--- config.mk ---
export PLATFORM = sky130hd
export DESIGN_NAME = insertion_sorter
export DESIGN_NICKNAME = d
export VERILOG_FILES = /design/src/sv/ins_pkg.sv /design/src/sv/ins_cell.sv /design/src/sv/insertion_sorter.sv
export SDC_FILE = /design/constraint.sdc
export NUM_CORES = 2
export LEC_CHECK = 0
export ABC_AREA = 1
export BUFFER_PORTS_ARGS = -buffer_cell sky130_fd_sc_hd__buf_2
export CORE_ASPECT_RATIO = 0.5
export CORE_UTILIZATION = 28
export CTS_CLUSTER_DIAMETER = 100
export DETAILED_ROUTE_END_ITERATION = 6
export PLACE_DENSITY = 0.44
export SETUP_SLACK_MARGIN = 0.15
export SLEW_MARGIN = 10
export SYNTH_ARGS = -nofsm -noshare
export SYNTH_HDL_FRONTEND = slang
export SYNTH_HIERARCHICAL = 1
export SYNTH_SLANG_ARGS = --single-unit
--- constraint.sdc ---
create_clock -name clk -period 3.9 [get_ports clk]
set_input_delay 0.195 -clock clk [delete_from_list [all_inputs] [get_ports clk]]
set_output_delay 0.195 -clock clk [all_outputs]
set_load 0.005 [all_outputs]
--- src/sv/ins_pkg.sv ---
// Package: shared constants and transfer types for the insertion sorter.
`default_nettype none
package ins_pkg;

  localparam int CAPACITY = 16;
  localparam int CNT_W    = $clog2(CAPACITY + 1);

  typedef struct packed {
    logic signed [31:0] value;
    logic               last_item;
  } in_item_t;

  typedef struct packed {
    logic signed [31:0] sorted_value;
    logic               last_of_run;
    logic               overflow;
  } out_item_t;

  // Per-cycle command broadcast to every cell of the row.
  typedef struct packed {
    logic insert;
    logic shift;
  } cell_ctl_t;

  typedef enum logic [1:0] {
    ST_LOAD = 2'b01,
    ST_EMIT = 2'b10
  } state_t;

endpackage
`default_nettype wire

--- src/sv/ins_cell.sv ---
// Module: one compare-and-shift cell of the sorting row.
`default_nettype none
module ins_cell (
  input  wire logic               clk,
  input  wire ins_pkg::cell_ctl_t ctl,
  input  wire logic signed [31:0] new_value,
  input  wire logic               occ,
  input  wire logic               lower_gt,
  input  wire logic signed [31:0] lower_value,
  input  wire logic signed [31:0] upper_value,
  output logic signed [31:0]      value,
  output logic                    gt
);
  import ins_pkg::*;

  logic signed [31:0] value_r;
  logic signed [31:0] value_nxt;

  // An empty cell counts as larger than anything.
  assign gt    = !occ || (value_r > new_value);
  assign value = value_r;

  always_comb begin
    value_nxt = value_r;
    if (ctl.shift) begin
      value_nxt = upper_value;
    end else if (ctl.insert && gt) begin
      value_nxt = lower_gt ? lower_value : new_value;
    end
  end

  always_ff @(posedge clk) begin
    value_r <= value_nxt;
  end

endmodule
`default_nettype wire

--- src/sv/insertion_sorter.sv ---
// Module: streaming insertion sorter built from a row of compare-and-shift cells.
//
//  channel  | ports                    | transfer
//  ---------+--------------------------+------------------------------------------
//  input    | start, busy, in_item     | edge with start high and busy low
//  result   | out_valid, out_item      | edge ending each cycle out_valid is high
//
// Flow: a value without the last mark is inserted and the next one may follow
// every cycle. A value with the last mark is inserted the same way, then the row
// shifts down one place a cycle toward cell 0, giving n results (n = entries
// held, 1..CAPACITY) on consecutive cycles; busy is high while the row shifts,
// and each result is registered from cell 0. Reset is synchronous, clears the
// state, count, drop flag and strobe. The receiver cannot stall: each result stands for exactly one cycle.
`default_nettype none
module insertion_sorter (
  input  wire logic              clk,
  input  wire logic              rst_n,
  input  wire logic              start,
  output logic                   busy,
  input  wire ins_pkg::in_item_t in_item,
  output logic                   out_valid,
  output ins_pkg::out_item_t     out_item
);
  import ins_pkg::*;

  state_t           state_r, state_nxt;
  logic [CNT_W-1:0] count_r, count_nxt;
  logic             dropped_r, dropped_nxt;
  logic             out_valid_r, out_valid_nxt;
  out_item_t        out_item_r, out_item_nxt;

  cell_ctl_t                  ctl;
  logic                       accept;
  logic                       full;
  logic [CAPACITY-1:0]        occ;
  logic [CAPACITY-1:0]        gt;
  logic signed [31:0]         cell_value [CAPACITY];

  assign busy      = (state_r == ST_EMIT);
  assign accept    = start && !busy;
  assign full      = (count_r == CNT_W'(CAPACITY));
  assign out_valid = out_valid_r;
  assign out_item  = out_item_r;

  // Drop the value when the row is full; shift down while emitting.
  assign ctl.insert = accept && !full;
  assign ctl.shift  = busy;

  // Thermometer occupancy of the row from the fill count.
  generate
    for (genvar i = 0; i < CAPACITY; i++) begin : g_row
      logic               lower_gt;
      logic signed [31:0] lower_value;
      logic signed [31:0] upper_value;

      assign occ[i] = (CNT_W'(i) < count_r);

      if (i == 0) begin : g_first
        assign lower_gt    = 1'b0;
        assign lower_value = '0;
      end else begin : g_inner
        assign lower_gt    = gt[i-1];
        assign lower_value = cell_value[i-1];
      end

      if (i == CAPACITY - 1) begin : g_last
        assign upper_value = cell_value[i];
      end else begin : g_below
        assign upper_value = cell_value[i+1];
      end

      ins_cell u_cell (
        .clk         (clk),
        .ctl         (ctl),
        .new_value   (in_item.value),
        .occ         (occ[i]),
        .lower_gt    (lower_gt),
        .lower_value (lower_value),
        .upper_value (upper_value),
        .value       (cell_value[i]),
        .gt          (gt[i])
      );
    end
  endgenerate

  always_comb begin
    state_nxt     = state_r;
    count_nxt     = count_r;
    dropped_nxt   = dropped_r;
    out_valid_nxt = 1'b0;
    out_item_nxt  = out_item_r;

    case (state_r)
      ST_LOAD: begin
        if (accept) begin
          if (full) begin
            dropped_nxt = 1'b1;
          end else begin
            count_nxt = count_r + CNT_W'(1);
          end
          if (in_item.last_item) begin
            state_nxt = ST_EMIT;
          end
        end
      end
      ST_EMIT: begin
        // Cell 0 holds the smallest remaining entry; hand it out and advance.
        out_valid_nxt             = 1'b1;
        out_item_nxt.sorted_value = cell_value[0];
        out_item_nxt.last_of_run  = (count_r == CNT_W'(1));
        out_item_nxt.overflow     = dropped_r;
        count_nxt                 = count_r - CNT_W'(1);
        if (count_r == CNT_W'(1)) begin
          state_nxt   = ST_LOAD;
          dropped_nxt = 1'b0;
        end
      end
      default: begin
        state_nxt = ST_LOAD;
      end
    endcase
  end

  always_ff @(posedge clk) begin
    if (!rst_n) begin
      state_r     <= ST_LOAD;
      count_r     <= '0;
      dropped_r   <= 1'b0;
      out_valid_r <= 1'b0;
    end else begin
      state_r     <= state_nxt;
      count_r     <= count_nxt;
      dropped_r   <= dropped_nxt;
      out_valid_r <= out_valid_nxt;
    end
  end

  always_ff @(posedge clk) begin
    out_item_r <= out_item_nxt;
  end

endmodule
`default_nettype wire

# After elaboration in Yosys (flattened, before gate mapping)
# Cells that the tools add are included.
# W data, S select, Z words.
# op_classes
n_addsub,2
n_lt_le_gt_ge,32
n_eq_ne,9
n_mux,57
n_bitwise,1
reduce_logical,72
# op_table
cell,count
$mux W32,45
$gt A32 B32 Y1,16
$lt A4 B5 Y1 const A,8
$reduce_bool A2 Y1,16
$lt A3 B5 Y1 const A,4
$logic_and A1 B1 Y1,18
$logic_not A1 Y1,18
$logic_or A1 B1 Y1,16
$lt A1 B5 Y1 const A,2
$lt A2 B5 Y1 const A,2
$mux W5,2
$pmux W5 S2,1
$ne A2 B2 Y1 const B,4
$mux W2,3
$reduce_and A3 Y1,2
$add A5 B1 Y5 const B,1
$eq A5 B1 Y1 const B,1
$eq A5 B5 Y1 const B,1
$sub A5 B1 Y5 const B,1
$mux W1,4
$pmux W2 S2,1
$reduce_and A4 Y1,1
$eq A2 B1 Y1 const B,1
$eq A2 B2 Y1 const B,1
4 further kinds,4
# word_totals
ff_bits,555
out_inout_bits,36
wordCells,196

# Logic depth before layout (Yosys ltp)
# logic_depth
ltp_word,7
depth_mapped,21
depth_no_buf,19

# By module
# Netlist, hierarchy kept.
# by_module_without_submodules
mod,instances,cells_each,area_each_um2,seq_area_each_um2
ins_cell,16,292,2517.4,960.9
insertion_sorter,1,150,1775.5,1201.2

# Least setup slack after synthesis
# Ideal clock, no wire load.
# synth_path
kind,register to register
startpoint,register state_r[1]
endpoint,register g_row[0].u_cell.value_r[0] (enable)
t_arrival_ps,2945
required_ps,3422
setup_slack_ps,477
path_stages_with_launch,8
n_path_buf,0
path_cell_list,dfxtp_1 -> inv_1 -> nor2_4 -> nor2_1 -> nand2_1 -> inv_1 -> nand2_1 -> nand2_1
# synth_lines
element,line,text
"start, declared",insertion_sorter.sv:26,"state_t state_r, state_nxt;"
"start signal, assigned",insertion_sorter.sv:131,state_r <= state_nxt;
"end signal, assigned",ins_cell.sv:33,value_r <= value_nxt;
"end, declared",ins_cell.sv:16,logic signed [31:0] value_r;

# Worst setup path in the final report
# layout_path
startpoint,register g_row[12].u_cell.value_r[11]
endpoint,register g_row[12].u_cell.value_r[12] (enable)
# layout_via
elab_chain_cells,4
# layout_rtl
element,line,text
"start, declared",ins_cell.sv:16,
"start signal, assigned",ins_cell.sv:33,
$gt A32 B32 Y1,ins_cell.sv:20,assign gt = !occ || (value_r > new_value);
$logic_or A1 B1 Y1,ins_cell.sv:20,
named net g_row[13].lower_gt,insertion_sorter.sv:52,logic lower_gt;
$logic_and A1 B1 Y1,ins_cell.sv:27,end else if (ctl.insert && gt) begin
$reduce_bool A2 Y1 (no line),-,
# The timed path passes the listed nets, and every way through them passes these cells.
# A chain may end at the register's enable or synchronous reset.

==> flow_metrics.py <==
metrics = {
    "routing": {
        "wl_per_cell_um": 18.01,
        "first_pass_iters": 5,
        "antenna_left": 0,
        "drtIter0Drc": 2433,
        "vias_per_cell": 4.883,
        "drc_errors": 0,
        "via_count": 33710,
        "routed_wl_um": 124300,
    },
    "placement": {
        "gp_congestion": 0.8473,
        "dp_hpwl_um": 96270,
        "dp_cells": 6783,
        "port_buffers": 71,
    },
    "synth": {
        "synth_seq_cells": 555,
        "ys_types": 35,
        "ys_seq_area_frac": 0.3942,
        "synthCells": 4822,
        "synth_area_um2": 42050,
        "ys.flop_type": "edfxtp_1",
        "synth_edf_count": 546,
        "synth_area_per_cell_um2": 8.721,
        "synthArstFlopShare": 0,
        "ys.warnings.count": 6,
    },
    "timing": {
        "fmax_ghz": 0.3297,
        "setup_tns_ns": 0,
        "clock_skew_ns": 0.02057,
        "min_period_ns": 3.033,
        "slew_viol_final": 0,
        "finalCritPeriodShare": 0.7778,
        "hold_viol_final": 0,
        "setup_viol": 0,
        "hold_slack_ns": 0.1838,
        "relSlewSlack": 0.2797,
        "worst_pin_slew_ns": 1.080,
        "rsz0062_at_grt": "no",
    },
    "floorplanning": {
        "core_um2": 148900,
        "rows": 100,
        "initial_core_util": 0.2824,
        "die_width_um": 550.1,
        "die_area_um2": 151800,
        "ios": 72,
        "fp.dieH_um": 276.0,
    },
    "setup_path": {
        "slowest_stage": "edfxtp_1",
        "cp.arrival_ns": 3.37,
        "r2r_cells": 13,
        "cp_max_fo": 23,
        "crit_type": "reg -> reg",
        "cpMostUsedCell": "nand2_1",
        "endpoint_kind": "flip-flop",
        "slowest_delay_ns": 0.46,
        "r2r_slack_ns": 0.87,
        "critPathRequiredTime_ns": 4.24,
        "r2r_end": "g_row[12].u_cell/value[12]",
        "cp-start-kind": "flip-flop",
        "crit_family": "simple AND/OR/NAND/NOR gates",
        "cp.buffers_inverters": 1,
        "r2r-start": "g_row[12].u_cell/value[11]",
        "critical_path.cell_chain": "ha_1 -> a21oi_1 -> nand2_1 -> a21oi_1 -> nand2_1 -> nand2_1 -> nand2_1 -> nand2_1 -> nand3_2 -> nand2_2 -> nand2_1 -> nand2_1 -> buf_12",
    },
    "clocking": {
        "clk_latency_ns": 0.65,
        "clock_path_buffers": 3,
        "cts.sinks": 555,
        "numCtsBuffers": 68,
        "clk_pin_slew_ns": 0.06,
        "cts_root_buf": "clkbuf_16",
        "cts_tree": "yes",
        "htreeDepth": 3,
        "cts_resized": 0,
    },
    "layout": {
        "nets": 5418,
        "diodes": 0,
        "drive_gt1_frac": 0.08018,
        "fin_cells": 6903,
        "areaGrowthSynthToFinish_pct": 12.18,
    },
    "pwr": {
        "power.leakage_nw": 21.51,
        "power_mw": 18.13,
        "irDropWorstVdd_uv": 267.9,
        "power.density_nw_per_um2": 384.2,
    },
    "min_path": {
        "min_to": "g_row[6].u_cell/value[31]",
        "hp-start": "in_item[32]",
        "hold_depth": 3,
        "min_path_type": "in -> reg",
    },
    "global_routing": {
        "grt_pass1_wl_um": 192900,
        "grt_overflow": 0,
        "track_usage": 0.1609,
        "grt_max_degree": 63,
        "antenna_found_initial": 1,
        "grt_pass1_vias": 33090,
    },
    "run": {
        "max_cap_violations": 0,
    },
    "outcome": {
        "status": "finished clean",
    },
}
[worst max path at each step]
stage	startpoint	slack [ns]	cells past startpoint	end
after detailed placement	in_item[12]	0.57	15	g_row[1].u_cell/value[17]
after global routing	g_row[12].u_cell/value[11]	0.64	13	g_row[12].u_cell/value[9]
after global placement	in_item[12]	0.55	16	g_row[1].u_cell/value[15]
after floorplan	state_r[1]	0.48	7	g_row[0].u_cell/value[0]
final	g_row[12].u_cell/value[11]	0.87	13	g_row[12].u_cell/value[12]
after CTS	g_row[12].u_cell/value[11]	0.86	13	g_row[12].u_cell/value[13]
[where the power goes]
| group | switching (mW) | internal, mW |
|---|---|---|
| Combinational | 2.23 | 1.56 |
| Clock | 2.70 | 3.70 |
| Sequential | 0.600 | 7.33 |
| Total | 5.53 | 12.6 |
[repair_timing]
action / 4_1_cts / 5_1_grt
hold buffers: 3 / 0
endpoints found under the setup margin: 0 / 0
setup buffers: 0 / 0
endpoints found under the hold margin: 9 / 0
[state kept, by name, summed over array words and instances (netlist names)]
signal and cells:
dropped_r 1, g_row.u_cell/value 512, count_r 5, out_valid 1, state_r 2, out_item 34
[kinds of logic after synthesis]
group	Yosys count	share of synthesized area
flops	555	0.3942
buf+inv	902	0.08143
xor+xnor	3	0.0006249
simple gates	1503	0.1506
fa+ha+maj	515	0.1532
other cells	1	0.00008917
compound gates	1343	0.2199
[routing by layer]
| layer | part of all wire | global-route usage | vias up |
|---|---|---|---|
| li1 | - | - | 16820 |
| met1 | 0.52 | 0.2421 | 16060 |
| met2 | 0.42 | 0.2399 | 689 |
| met3 | 0.040 | 0.01997 | 139 |
| met4 | 0.024 | 0.04204 | 0 |
| met5 | 0 | 0 | - |
[cell usage after synthesis (2+ instances only)]
cell type | n | share of area
nand4_1 | 34 | 0.0051
edfxtp_1 | 546 | 0.39
ha_1 | 515 | 0.15
a21o_1 | 16 | 0.0029
nand2_1 | 1140 | 0.10
o21a_1 | 496 | 0.089
o211ai_1 | 464 | 0.083
clkbuf_1 | 192 | 0.017
xor2_1 | 2 | 0.00042
inv_2 | 17 | 0.0015
buf_2 | 19 | 0.0023
nand2_4 | 2 | 0.00054
nor2_4 | 2 | 0.00054
nand2_2 | 32 | 0.0048
o21ai_0 | 36 | 0.0043
a21oi_1 | 308 | 0.037
nand3_2 | 17 | 0.0040
nor2_2 | 32 | 0.0048
nand3_1 | 42 | 0.0050
nand4_2 | 16 | 0.0048
inv_1 | 672 | 0.060
o31ai_1 | 2 | 0.00036
dfxtp_1 | 9 | 0.0043
nor3_2 | 16 | 0.0038
a21oi_2 | 17 | 0.0035
nor2_1 | 168 | 0.015
buf_6 | 2 | 0.00054
[cell usage in the layout, fill, tap and decap left out, drive strengths merged, types with 2 or more instances in the layout]
cell	synthesis	final
ha	515	515
clkbuf	192	86
nand4	50	50
nor2	202	202
conb	1	33
a21o	16	16
dfxtp	9	9
nand3	59	59
xor2	2	2
inv	689	690
o211ai	464	464
bufinv	0	6
dlygate4sd3	0	3
buf	21	153
nor3	17	17
o21a	496	496
clkinv	0	23
o31ai	2	2
edfxtp	546	546
o21ai	37	37
a21oi	325	325
nand2	1174	1174
[tightest hold or removal path, delay by kind of cell]
family                 cells  cell delay, ns
AO/OA/AOI/OAI              1            0.06
AND/OR/NAND/NOR            1            0.13
buffers and inverters      1            0.26
[through the flow]
stage                     utilization  area [µm²]  worst slack, ns
after floorplan                     -       42170           0.4772
after global placement         0.3024       45020           0.5482
after detailed placement       0.3024       45020           0.5706
after CTS                      0.3169       47180           0.8567
after global routing           0.3169       47180           0.6369
final                          0.3169       47180           0.8668
[cell type report]
class                      count  area, µm²
clock inverter                31      294.0
multi-input combinational   3397      22170
timing repair buffer         156       1226
fill                       15460     101700
sequential                   555      16580
clock buffer                  86       1833
inverter                     689       2586
tap                         1989       2489
Power figures use the tool's default switching activity.
